==> config.mk <==
export PLATFORM = sky130hd
export DESIGN_NAME = mpeg_start_code_parser_core_flat
export DESIGN_NICKNAME = d
export VERILOG_FILES = /design/src/rtl/spc_pkg.sv /design/src/rtl/spc_byte_if.sv /design/src/rtl/spc_result_if.sv /design/src/rtl/spc_in_reg.sv /design/src/rtl/spc_parser.sv /design/src/rtl/spc_out_reg.sv /design/src/rtl/mpeg_start_code_parser_core.sv /design/src/flat_wrapper.sv
export SDC_FILE = /design/constraint.sdc
export NUM_CORES = 1
export LEC_CHECK = 0
export ABC_CLOCK_PERIOD_IN_PS = 3550
export BUFFER_PORTS_ARGS = -buffer_cell sky130_fd_sc_hd__buf_2
export CAP_MARGIN = 20
export CORE_MARGIN = 8
export CORE_UTILIZATION = 40
export CTS_CLUSTER_SIZE = 14
export DETAILED_ROUTE_END_ITERATION = 6
export SLEW_MARGIN = 20
export SYNTH_ARGS = -nofsm -noshare
export SYNTH_HDL_FRONTEND = slang
export SYNTH_SLANG_ARGS = --single-unit
==> constraint.sdc <==
create_clock -name i_clk -period 3.55 [get_ports i_clk]
set_input_delay 0.355 -clock i_clk [delete_from_list [all_inputs] [get_ports i_clk]]
set_output_delay 0.355 -clock i_clk [all_outputs]
set_load 0.05 [all_outputs]
==> src/rtl/spc_pkg.sv <==
package spc_pkg;

    // start code values that follow the 00 00 01 prefix
    localparam logic [7:0] SC_PREFIX_END = 8'h01;
    localparam logic [7:0] SC_PACK       = 8'hBA;
    localparam logic [7:0] SC_SYSTEM     = 8'hBB;
    localparam logic [7:0] SC_SEQ_HDR    = 8'hB3;
    localparam logic [7:0] SC_GOP        = 8'hB8;
    localparam logic [7:0] SC_PICTURE    = 8'h00;
    localparam logic [7:0] SC_VIDEO_LO   = 8'hE0;
    localparam logic [7:0] SC_VIDEO_HI   = 8'hEF;
    localparam logic [7:0] SC_AUDIO_LO   = 8'hC0;
    localparam logic [7:0] SC_AUDIO_HI   = 8'hDF;
    localparam logic [7:0] SC_SLICE_LO   = 8'h01;
    localparam logic [7:0] SC_SLICE_HI   = 8'hAF;

    localparam logic [3:0] RATE_LO = 4'd1;
    localparam logic [3:0] RATE_HI = 4'd8;
    localparam logic [2:0] PTYPE_LO = 3'd1;
    localparam logic [2:0] PTYPE_HI = 3'd3;

    // bytes after the id: sequence header takes 4, picture header takes 2
    localparam logic [1:0] SEQ_LAST = 2'd3;
    localparam logic [1:0] WIN_FULL = 2'd2;

    typedef enum logic [3:0] {
        KIND_PACK    = 4'd0,
        KIND_SYSTEM  = 4'd1,
        KIND_SEQ_HDR = 4'd2,
        KIND_GOP     = 4'd3,
        KIND_PICTURE = 4'd4,
        KIND_VIDEO   = 4'd5,
        KIND_AUDIO   = 4'd6,
        KIND_SLICE   = 4'd7,
        KIND_UNIMPL  = 4'd8
    } t_kind;

    typedef enum logic [3:0] {
        PH_SCAN = 4'b0001,
        PH_ID   = 4'b0010,
        PH_SEQ  = 4'b0100,
        PH_PIC  = 4'b1000
    } t_phase;

    typedef struct packed {
        logic [3:0]  code_kind;
        logic [7:0]  stream_id;
        logic [11:0] frame_width;
        logic [11:0] frame_height;
        logic [3:0]  rate_code;
        logic        rate_known;
        logic [2:0]  picture_type;
        logic        picture_type_known;
    } t_result;

    function automatic t_kind classify(input logic [7:0] id);
        t_kind k;
        if (id == SC_PACK)
            k = KIND_PACK;
        else if (id == SC_SYSTEM)
            k = KIND_SYSTEM;
        else if (id == SC_SEQ_HDR)
            k = KIND_SEQ_HDR;
        else if (id == SC_GOP)
            k = KIND_GOP;
        else if (id == SC_PICTURE)
            k = KIND_PICTURE;
        else if (id >= SC_VIDEO_LO && id <= SC_VIDEO_HI)
            k = KIND_VIDEO;
        else if (id >= SC_AUDIO_LO && id <= SC_AUDIO_HI)
            k = KIND_AUDIO;
        else if (id >= SC_SLICE_LO && id <= SC_SLICE_HI)
            k = KIND_SLICE;
        else
            k = KIND_UNIMPL;
        return k;
    endfunction

endpackage

==> src/rtl/spc_byte_if.sv <==
interface spc_byte_if;
    logic       valid;
    logic       ready;
    logic [7:0] data_byte;

    modport source (output valid, output data_byte, input ready);
    modport sink (input valid, input data_byte, output ready);
endinterface

==> src/rtl/spc_result_if.sv <==
interface spc_result_if;
    logic        valid;
    logic        ready;
    logic [3:0]  code_kind;
    logic [7:0]  stream_id;
    logic [11:0] frame_width;
    logic [11:0] frame_height;
    logic [3:0]  rate_code;
    logic        rate_known;
    logic [2:0]  picture_type;
    logic        picture_type_known;

    modport source (
        output valid, output code_kind, output stream_id, output frame_width,
        output frame_height, output rate_code, output rate_known,
        output picture_type, output picture_type_known, input ready
    );
    modport sink (
        input valid, input code_kind, input stream_id, input frame_width,
        input frame_height, input rate_code, input rate_known,
        input picture_type, input picture_type_known, output ready
    );
endinterface

==> src/rtl/spc_in_reg.sv <==
module spc_in_reg (
    input  logic       i_clk,
    input  logic       i_rst_n,
    spc_byte_if.sink   i_byte,
    input  logic       i_advance,
    output logic       o_valid,
    output logic [7:0] o_byte
);
    logic       r_valid;
    logic       n_valid;
    logic [7:0] r_byte;
    logic       w_take;

    // refill whenever the register is empty or the held word moves on this cycle
    assign i_byte.ready = !r_valid || i_advance;
    assign w_take       = i_byte.valid && i_byte.ready;

    always_comb begin
        n_valid = r_valid;
        if (w_take)
            n_valid = 1'b1;
        else if (i_advance)
            n_valid = 1'b0;
    end

    always_ff @(posedge i_clk) begin
        if (!i_rst_n) begin
            r_valid <= 1'b0;
        end else begin
            r_valid <= n_valid;
        end
    end

    always_ff @(posedge i_clk) begin
        if (w_take) begin
            r_byte <= i_byte.data_byte;
        end
    end

    assign o_valid = r_valid;
    assign o_byte  = r_byte;
endmodule

==> src/rtl/spc_parser.sv <==
module spc_parser (
    input  logic            i_clk,
    input  logic            i_rst_n,
    input  logic            i_step,
    input  logic [7:0]      i_byte,
    output logic            o_has_result,
    output spc_pkg::t_result o_result
);
    import spc_pkg::*;

    t_phase      r_phase;
    t_phase      n_phase;
    logic [15:0] r_recent;
    logic [15:0] n_recent;
    logic [1:0]  r_fill;
    logic [1:0]  n_fill;
    logic [23:0] r_held;
    logic [23:0] n_held;
    logic [1:0]  r_hcount;
    logic [1:0]  n_hcount;
    logic [3:0]  w_rate;
    logic [2:0]  w_ptype;

    assign w_rate  = i_byte[3:0];
    assign w_ptype = i_byte[5:3];

    always_comb begin
        n_phase      = r_phase;
        n_recent     = r_recent;
        n_fill       = r_fill;
        n_held       = r_held;
        n_hcount     = r_hcount;
        o_has_result = 1'b0;
        o_result     = '0;
        case (r_phase)
            PH_ID: begin
                if (i_byte == SC_SEQ_HDR) begin
                    n_phase  = PH_SEQ;
                    n_held   = '0;
                    n_hcount = '0;
                end else if (i_byte == SC_PICTURE) begin
                    n_phase  = PH_PIC;
                    n_held   = '0;
                    n_hcount = '0;
                end else begin
                    o_has_result       = 1'b1;
                    o_result.code_kind = classify(i_byte);
                    o_result.stream_id = i_byte;
                end
            end
            PH_SEQ: begin
                if (r_hcount != SEQ_LAST) begin
                    n_held   = {r_held[15:0], i_byte};
                    n_hcount = r_hcount + 2'd1;
                end else begin
                    o_has_result          = 1'b1;
                    o_result.code_kind    = KIND_SEQ_HDR;
                    o_result.stream_id    = SC_SEQ_HDR;
                    o_result.frame_width  = r_held[23:12];
                    o_result.frame_height = r_held[11:0];
                    o_result.rate_code    = w_rate;
                    o_result.rate_known   = (w_rate >= RATE_LO) && (w_rate <= RATE_HI);
                end
            end
            PH_PIC: begin
                // first picture header byte carries nothing we report
                if (r_hcount == 2'd0) begin
                    n_hcount = 2'd1;
                end else begin
                    o_has_result                = 1'b1;
                    o_result.code_kind          = KIND_PICTURE;
                    o_result.stream_id          = SC_PICTURE;
                    o_result.picture_type       = w_ptype;
                    o_result.picture_type_known = (w_ptype >= PTYPE_LO)
                                                  && (w_ptype <= PTYPE_HI);
                end
            end
            default: begin
                n_phase = PH_SCAN;
                if (r_fill == WIN_FULL && r_recent == 16'h0000 && i_byte == SC_PREFIX_END) begin
                    n_phase  = PH_ID;
                    n_fill   = '0;
                    n_recent = '0;
                end else begin
                    n_recent = {r_recent[7:0], i_byte};
                    n_fill   = (r_fill == WIN_FULL) ? WIN_FULL : r_fill + 2'd1;
                end
            end
        endcase
        // a finished start code empties the window and header store
        if (o_has_result) begin
            n_phase  = PH_SCAN;
            n_fill   = '0;
            n_recent = '0;
            n_held   = '0;
            n_hcount = '0;
        end
    end

    always_ff @(posedge i_clk) begin
        if (!i_rst_n) begin
            r_phase  <= PH_SCAN;
            r_recent <= '0;
            r_fill   <= '0;
            r_held   <= '0;
            r_hcount <= '0;
        end else if (i_step) begin
            r_phase  <= n_phase;
            r_recent <= n_recent;
            r_fill   <= n_fill;
            r_held   <= n_held;
            r_hcount <= n_hcount;
        end
    end

`ifndef SYNTH
    a_fill_range: assert property (@(posedge i_clk) disable iff (!i_rst_n)
        r_fill != 2'd3)
        else $error("window fill out of range");

    a_result_rescans: assert property (@(posedge i_clk) disable iff (!i_rst_n)
        (i_step && o_has_result) |=> (r_phase == PH_SCAN && r_fill == 2'd0
                                      && r_hcount == 2'd0))
        else $error("parser did not return to scanning after a result");

    a_hold_when_idle: assert property (@(posedge i_clk) disable iff (!i_rst_n)
        !i_step |=> ($stable(r_phase) && $stable(r_fill) && $stable(r_hcount)))
        else $error("parser state moved without a word");

    a_window_empty_in_header: assert property (@(posedge i_clk) disable iff (!i_rst_n)
        (r_phase != PH_SCAN) |-> (r_fill == 2'd0 && r_recent == 16'h0000))
        else $error("window not empty while parsing a header");
`endif
endmodule

==> src/rtl/spc_out_reg.sv <==
module spc_out_reg (
    input  logic             i_clk,
    input  logic             i_rst_n,
    input  logic             i_load,
    input  spc_pkg::t_result i_result,
    output logic             o_busy,
    spc_result_if.source     o_result
);
    import spc_pkg::*;

    logic    r_valid;
    logic    n_valid;
    t_result r_data;

    always_comb begin
        n_valid = r_valid;
        if (i_load)
            n_valid = 1'b1;
        else if (o_result.ready)
            n_valid = 1'b0;
    end

    always_ff @(posedge i_clk) begin
        if (!i_rst_n) begin
            r_valid <= 1'b0;
        end else begin
            r_valid <= n_valid;
        end
    end

    always_ff @(posedge i_clk) begin
        if (i_load) begin
            r_data <= i_result;
        end
    end

    // a held word that is not taken this cycle blocks the parser
    assign o_busy = r_valid && !o_result.ready;

    assign o_result.valid              = r_valid;
    assign o_result.code_kind          = r_data.code_kind;
    assign o_result.stream_id          = r_data.stream_id;
    assign o_result.frame_width        = r_data.frame_width;
    assign o_result.frame_height       = r_data.frame_height;
    assign o_result.rate_code          = r_data.rate_code;
    assign o_result.rate_known         = r_data.rate_known;
    assign o_result.picture_type       = r_data.picture_type;
    assign o_result.picture_type_known = r_data.picture_type_known;
endmodule

==> src/rtl/mpeg_start_code_parser_core.sv <==
// mpeg start code parser
// i_byte: one stream byte per word (valid/ready). o_result: one word per
// start code, with its kind, id, sequence header sizes and rate code, or
// the picture coding type, plus flags for known rate and picture type.
// a word goes to o_result on the byte that completes the start code: the
// id byte for most codes, the fourth header byte for a sequence header, the
// second header byte for a picture header; other bytes give nothing.
// a byte accepted into the input register is parsed once the result register
// is not blocked; its result is then loaded into the result register and
// shown as valid on o_result.
// throughput: one byte per cycle while o_result does not hold a word back,
// set by the single parse stage between the input and result registers.
// reset (i_rst_n low at a clock edge) empties both registers and puts the
// parser back to scanning with an empty two-byte window.
// when o_result.ready is low with a word held, the parser stops and the
// input register keeps its byte; an empty input register still takes one
// byte, then i_byte.ready stays low until the held word is taken.
module mpeg_start_code_parser_core (
    input  logic         i_clk,
    input  logic         i_rst_n,
    spc_byte_if.sink     i_byte,
    spc_result_if.source o_result
);
    import spc_pkg::*;

    logic       w_in_valid;
    logic [7:0] w_in_byte;
    logic       w_out_busy;
    logic       w_advance;
    logic       w_has_result;
    t_result    w_result;

    assign w_advance = w_in_valid && !w_out_busy;

    spc_in_reg u_in_reg (
        .i_clk     (i_clk),
        .i_rst_n   (i_rst_n),
        .i_byte    (i_byte),
        .i_advance (w_advance),
        .o_valid   (w_in_valid),
        .o_byte    (w_in_byte)
    );

    spc_parser u_parser (
        .i_clk        (i_clk),
        .i_rst_n      (i_rst_n),
        .i_step       (w_advance),
        .i_byte       (w_in_byte),
        .o_has_result (w_has_result),
        .o_result     (w_result)
    );

    spc_out_reg u_out_reg (
        .i_clk    (i_clk),
        .i_rst_n  (i_rst_n),
        .i_load   (w_advance && w_has_result),
        .i_result (w_result),
        .o_busy   (w_out_busy),
        .o_result (o_result)
    );
endmodule

==> src/flat_wrapper.sv <==
// flat-port wrapper written by rule: the top's interface ports become plain ports
module mpeg_start_code_parser_core_flat import spc_pkg::*;
  (i_clk, i_rst_n, i_byte_valid, i_byte_data_byte, i_byte_ready, o_result_valid, o_result_code_kind, o_result_stream_id, o_result_frame_width, o_result_frame_height, o_result_rate_code, o_result_rate_known, o_result_picture_type, o_result_picture_type_known, o_result_ready);
  spc_byte_if i_byte_i ();
  spc_result_if o_result_i ();
  input  logic i_clk;
  input  logic i_rst_n;
  input wire logic [$bits(i_byte_i.valid)-1:0] i_byte_valid;
  input wire logic [$bits(i_byte_i.data_byte)-1:0] i_byte_data_byte;
  output wire logic [$bits(i_byte_i.ready)-1:0] i_byte_ready;
  output wire logic [$bits(o_result_i.valid)-1:0] o_result_valid;
  output wire logic [$bits(o_result_i.code_kind)-1:0] o_result_code_kind;
  output wire logic [$bits(o_result_i.stream_id)-1:0] o_result_stream_id;
  output wire logic [$bits(o_result_i.frame_width)-1:0] o_result_frame_width;
  output wire logic [$bits(o_result_i.frame_height)-1:0] o_result_frame_height;
  output wire logic [$bits(o_result_i.rate_code)-1:0] o_result_rate_code;
  output wire logic [$bits(o_result_i.rate_known)-1:0] o_result_rate_known;
  output wire logic [$bits(o_result_i.picture_type)-1:0] o_result_picture_type;
  output wire logic [$bits(o_result_i.picture_type_known)-1:0] o_result_picture_type_known;
  input wire logic [$bits(o_result_i.ready)-1:0] o_result_ready;
  assign i_byte_i.valid = i_byte_valid;
  assign i_byte_i.data_byte = i_byte_data_byte;
  assign i_byte_ready = i_byte_i.ready;
  assign o_result_valid = o_result_i.valid;
  assign o_result_code_kind = o_result_i.code_kind;
  assign o_result_stream_id = o_result_i.stream_id;
  assign o_result_frame_width = o_result_i.frame_width;
  assign o_result_frame_height = o_result_i.frame_height;
  assign o_result_rate_code = o_result_i.rate_code;
  assign o_result_rate_known = o_result_i.rate_known;
  assign o_result_picture_type = o_result_i.picture_type;
  assign o_result_picture_type_known = o_result_i.picture_type_known;
  assign o_result_i.ready = o_result_ready;
  mpeg_start_code_parser_core u_core (.i_clk(i_clk), .i_rst_n(i_rst_n), .i_byte(i_byte_i), .o_result(o_result_i));
endmodule
==> results_dict.tcl <==
set metrics [dict create \
    crit_arrival_ns 2.50 \
    wl_met2_um 4080 \
    crit_cells 6 \
    drtIter0Drc 216 \
    critPathMaxFanout 46 \
    cp_top_family "simple AND/OR/NAND/NOR gates" \
    slowest_stage "and2_2" \
    dp.cells 534 \
    synth-main-ff-cell "edfxtp_1" \
    core_um2 10200 \
    reg2reg_slack_ns 1.04 \
    wl_um 8350 \
    start_util_pct 40.9 \
    regToRegStartpoint "u_core.u_parser.r_hcount[0]" \
    final_cell_mix "58 x buf_2, 53 x edfxtp_1, 50 x dfxtp_1, 36 x and2_1, 32 x nand2_1" \
    utilization_pct 46.3 \
    grt_antenna_before_repair 0 \
    wl_met1_um 3690 \
    outcome "complete, no violations" \
    crit_buf_inv 1 \
    vias 2777 \
    fp-row-count 37 \
    synth_nets 381 \
    met3_length_um 516 \
    finalClockSkew_ns 0.0111 \
    grt_pass1_vias 2686 \
    timing.rr.end "u_core.u_out_reg.o_result.picture_type[2]" \
    cts_buffers 9 \
    cts_resized 0 \
    worst_slew_pin_slew_ns 1.03 \
    insertion_delay_ns 0.36 \
    seq_area_um2 2590 \
    rsz0062_at_grt "false" \
    hold_buffers 0 \
    hp-class "input pin to flip-flop" \
    track_usage_pct 12.1 \
    hpwl_um 5740 \
    drc 0 \
    grt_pass1_wl_um 13800 \
    ff2ff_path_depth 6 \
    synth_edf_count 53 \
    critPathCaptureType "flip-flop" \
    slew_headroom_pct 31.1 \
    grt_remaining_overflow 0 \
    synth_seq_area_share_pct 62.0 \
    final_common_cell "buf_2" \
    pin_count 59 \
    cellPowerDensity_nw_per_um2 440 \
    antennaDiodeCount 0 \
    dieWidth_um 118 \
    clk_pin_slew_ns 0.10 \
    crit_required_ns 3.53 \
    synth_area_per_cell_um2 11.5 \
    grt_max_degree 49 \
    ant_nets 0 \
    cap_violations 0 \
    timing.hold.ws_ns 0.161 \
    post-route-period-util_pct 70.8 \
    crit_path_cell_trace "inv_1 -> ha_1 -> nor3b_2 -> o21ai_2 -> o211ai_1 -> and2_2" \
    clkSinkCount 103 \
    setup_violations 0 \
    crit_end "u_core.u_out_reg.o_result.picture_type[2]" \
    area_growth_pct 13.2 \
    path_class "flip-flop to flip-flop" \
    slew_violations 0 \
    yosysWarnings 0 \
    syn_inst 365 \
    synth.distinct_cells 47 \
    setup_tns_ns 0 \
    power.total_uw 2080 \
    cts_tree "yes" \
    root_buffer "clkbuf_8" \
    fmax_mhz 398 \
    h-tree-depth 3 \
    fill_cells 961 \
    synth-seq-cells 103 \
    multiInputGateArea_um2 1440 \
    p_leak_uw 0.00159 \
    highest_layer "met4" \
    clock_path_buffers 2 \
    cpPeakStageDelay_ns 0.84 \
    die_area_um2 14000 \
    via_per_inst 5.05 \
    die_h_um 118 \
    drt_first_pass_iters 5 \
    wire_per_inst_um 15.2 \
    ir_worst_vdd_mv 0.211 \
    postCtsSetupBuffers 0 \
    layout.nets 425 \
    drive_gt1_share_pct 20.3 \
    start_kind "flip-flop" \
    io_buffers 58 \
    layout_min_cycle_time_ns 2.51 \
    async_reset_ff_share_pct 0 \
    synth_area_um2 4180 \
    worstSetupStartpoint "u_core.u_parser.r_hcount[0]" \
    hold_viol 0 \
    place_congestion 0.831 \
    stdcell_count 550 \
]
## worst min path at each step
stage,start,end,slack (ns),cells past startpoint
final,i_byte_data_byte[3],u_core.u_in_reg.o_byte[3],0.16,1
after detailed placement,u_core.u_parser.r_held[22],u_core.u_parser.r_held[22],0.46,2
after floorplan,u_core.u_parser.r_held[16],u_core.u_parser.r_held[16],0.44,2
after global routing,i_byte_data_byte[7],u_core.u_in_reg.o_byte[7],0.13,1
after CTS,i_byte_data_byte[7],u_core.u_in_reg.o_byte[7],0.14,1
after global placement,u_core.u_parser.r_held[18],u_core.u_parser.r_held[18],0.45,2
## report_power, final
part	switching, uW	internal, uW	leakage [uW]
registers	28.7	1260	0.000792
logic	32.4	27.5	0.000705
clock network	407	332	0.0000925
## synth_stat cells, drive strengths merged, types with 2 or more instances
cell type  number  share of area, %
a21o            7               1.3
a21oi           3              0.36
a22o           20               4.2
and2           37               5.5
and3            7               1.0
and4            2              0.42
buf            11               1.6
clkbuf         16               1.4
dfxtp          50                24
edfxtp         53                38
ha              4               1.2
inv             7              0.63
mux2i           2              0.48
nand2          32               2.9
nand2b          3              0.45
nand3          30               3.6
nand4           2              0.30
nor2           10              0.90
nor2b           8               1.2
nor3            4              0.48
nor4            3              0.45
o211ai          3              0.54
o21a            2              0.36
o21ai          30               4.0
o22ai           3              0.78
xor2            2              0.42
## sequential cells by signal (all words and copies together), names as in the netlist, 2 cells and up
name	cells
u_core.u_parser.r_held	24
u_core.u_out_reg.o_result.rate_code	4
u_core.u_parser.r_hcount	2
u_core.u_out_reg.o_result.stream_id	8
u_core.u_parser.r_phase	4
u_core.u_out_reg.o_result.code_kind	4
u_core.u_parser.r_recent	16
u_core.u_out_reg.o_result.frame_width	12
u_core.u_in_reg.o_byte	8
u_core.u_out_reg.o_result.frame_height	12
u_core.u_out_reg.o_result.picture_type	3
u_core.u_parser.r_fill	2
## cell type report
type / count / area share, %
flip-flops and latches: 103 / 54.8
clock inverters: 7 / 1.67
well taps: 136 / 3.60
repair buffers: 60 / 6.45
inverters: 7 / 0.555
clock buffers: 9 / 2.62
multi-input cells: 228 / 30.3
## metrics by stage
stage               worst slack, ns  instance area (um2)
finish                         1.04                 4730
CTS                            1.00                 4730
global route                  0.760                 4730
floorplan                     0.915                 4180
global placement               1.09                 4530
detailed placement             1.02                 4530
## cell families after synthesis
kind of cell,synth area share [%]
AND/OR/NAND/NOR,19.2
flip-flops,62.0
AO/OA/AOI/OAI,12.8
buffers and inverters,3.68
adder cells (fa/ha/maj),1.20
XOR/XNOR,0.629
multiplexers,0.479
## metal layers
metal / up-vias / global-route usage, %
li1: 1395 / -
met5: - / 0
met3: 6 / 3.86
met4: 0 / 4.80
met2: 87 / 19.5
met1: 1289 / 14.8
(Power assumes the default switching activity.)
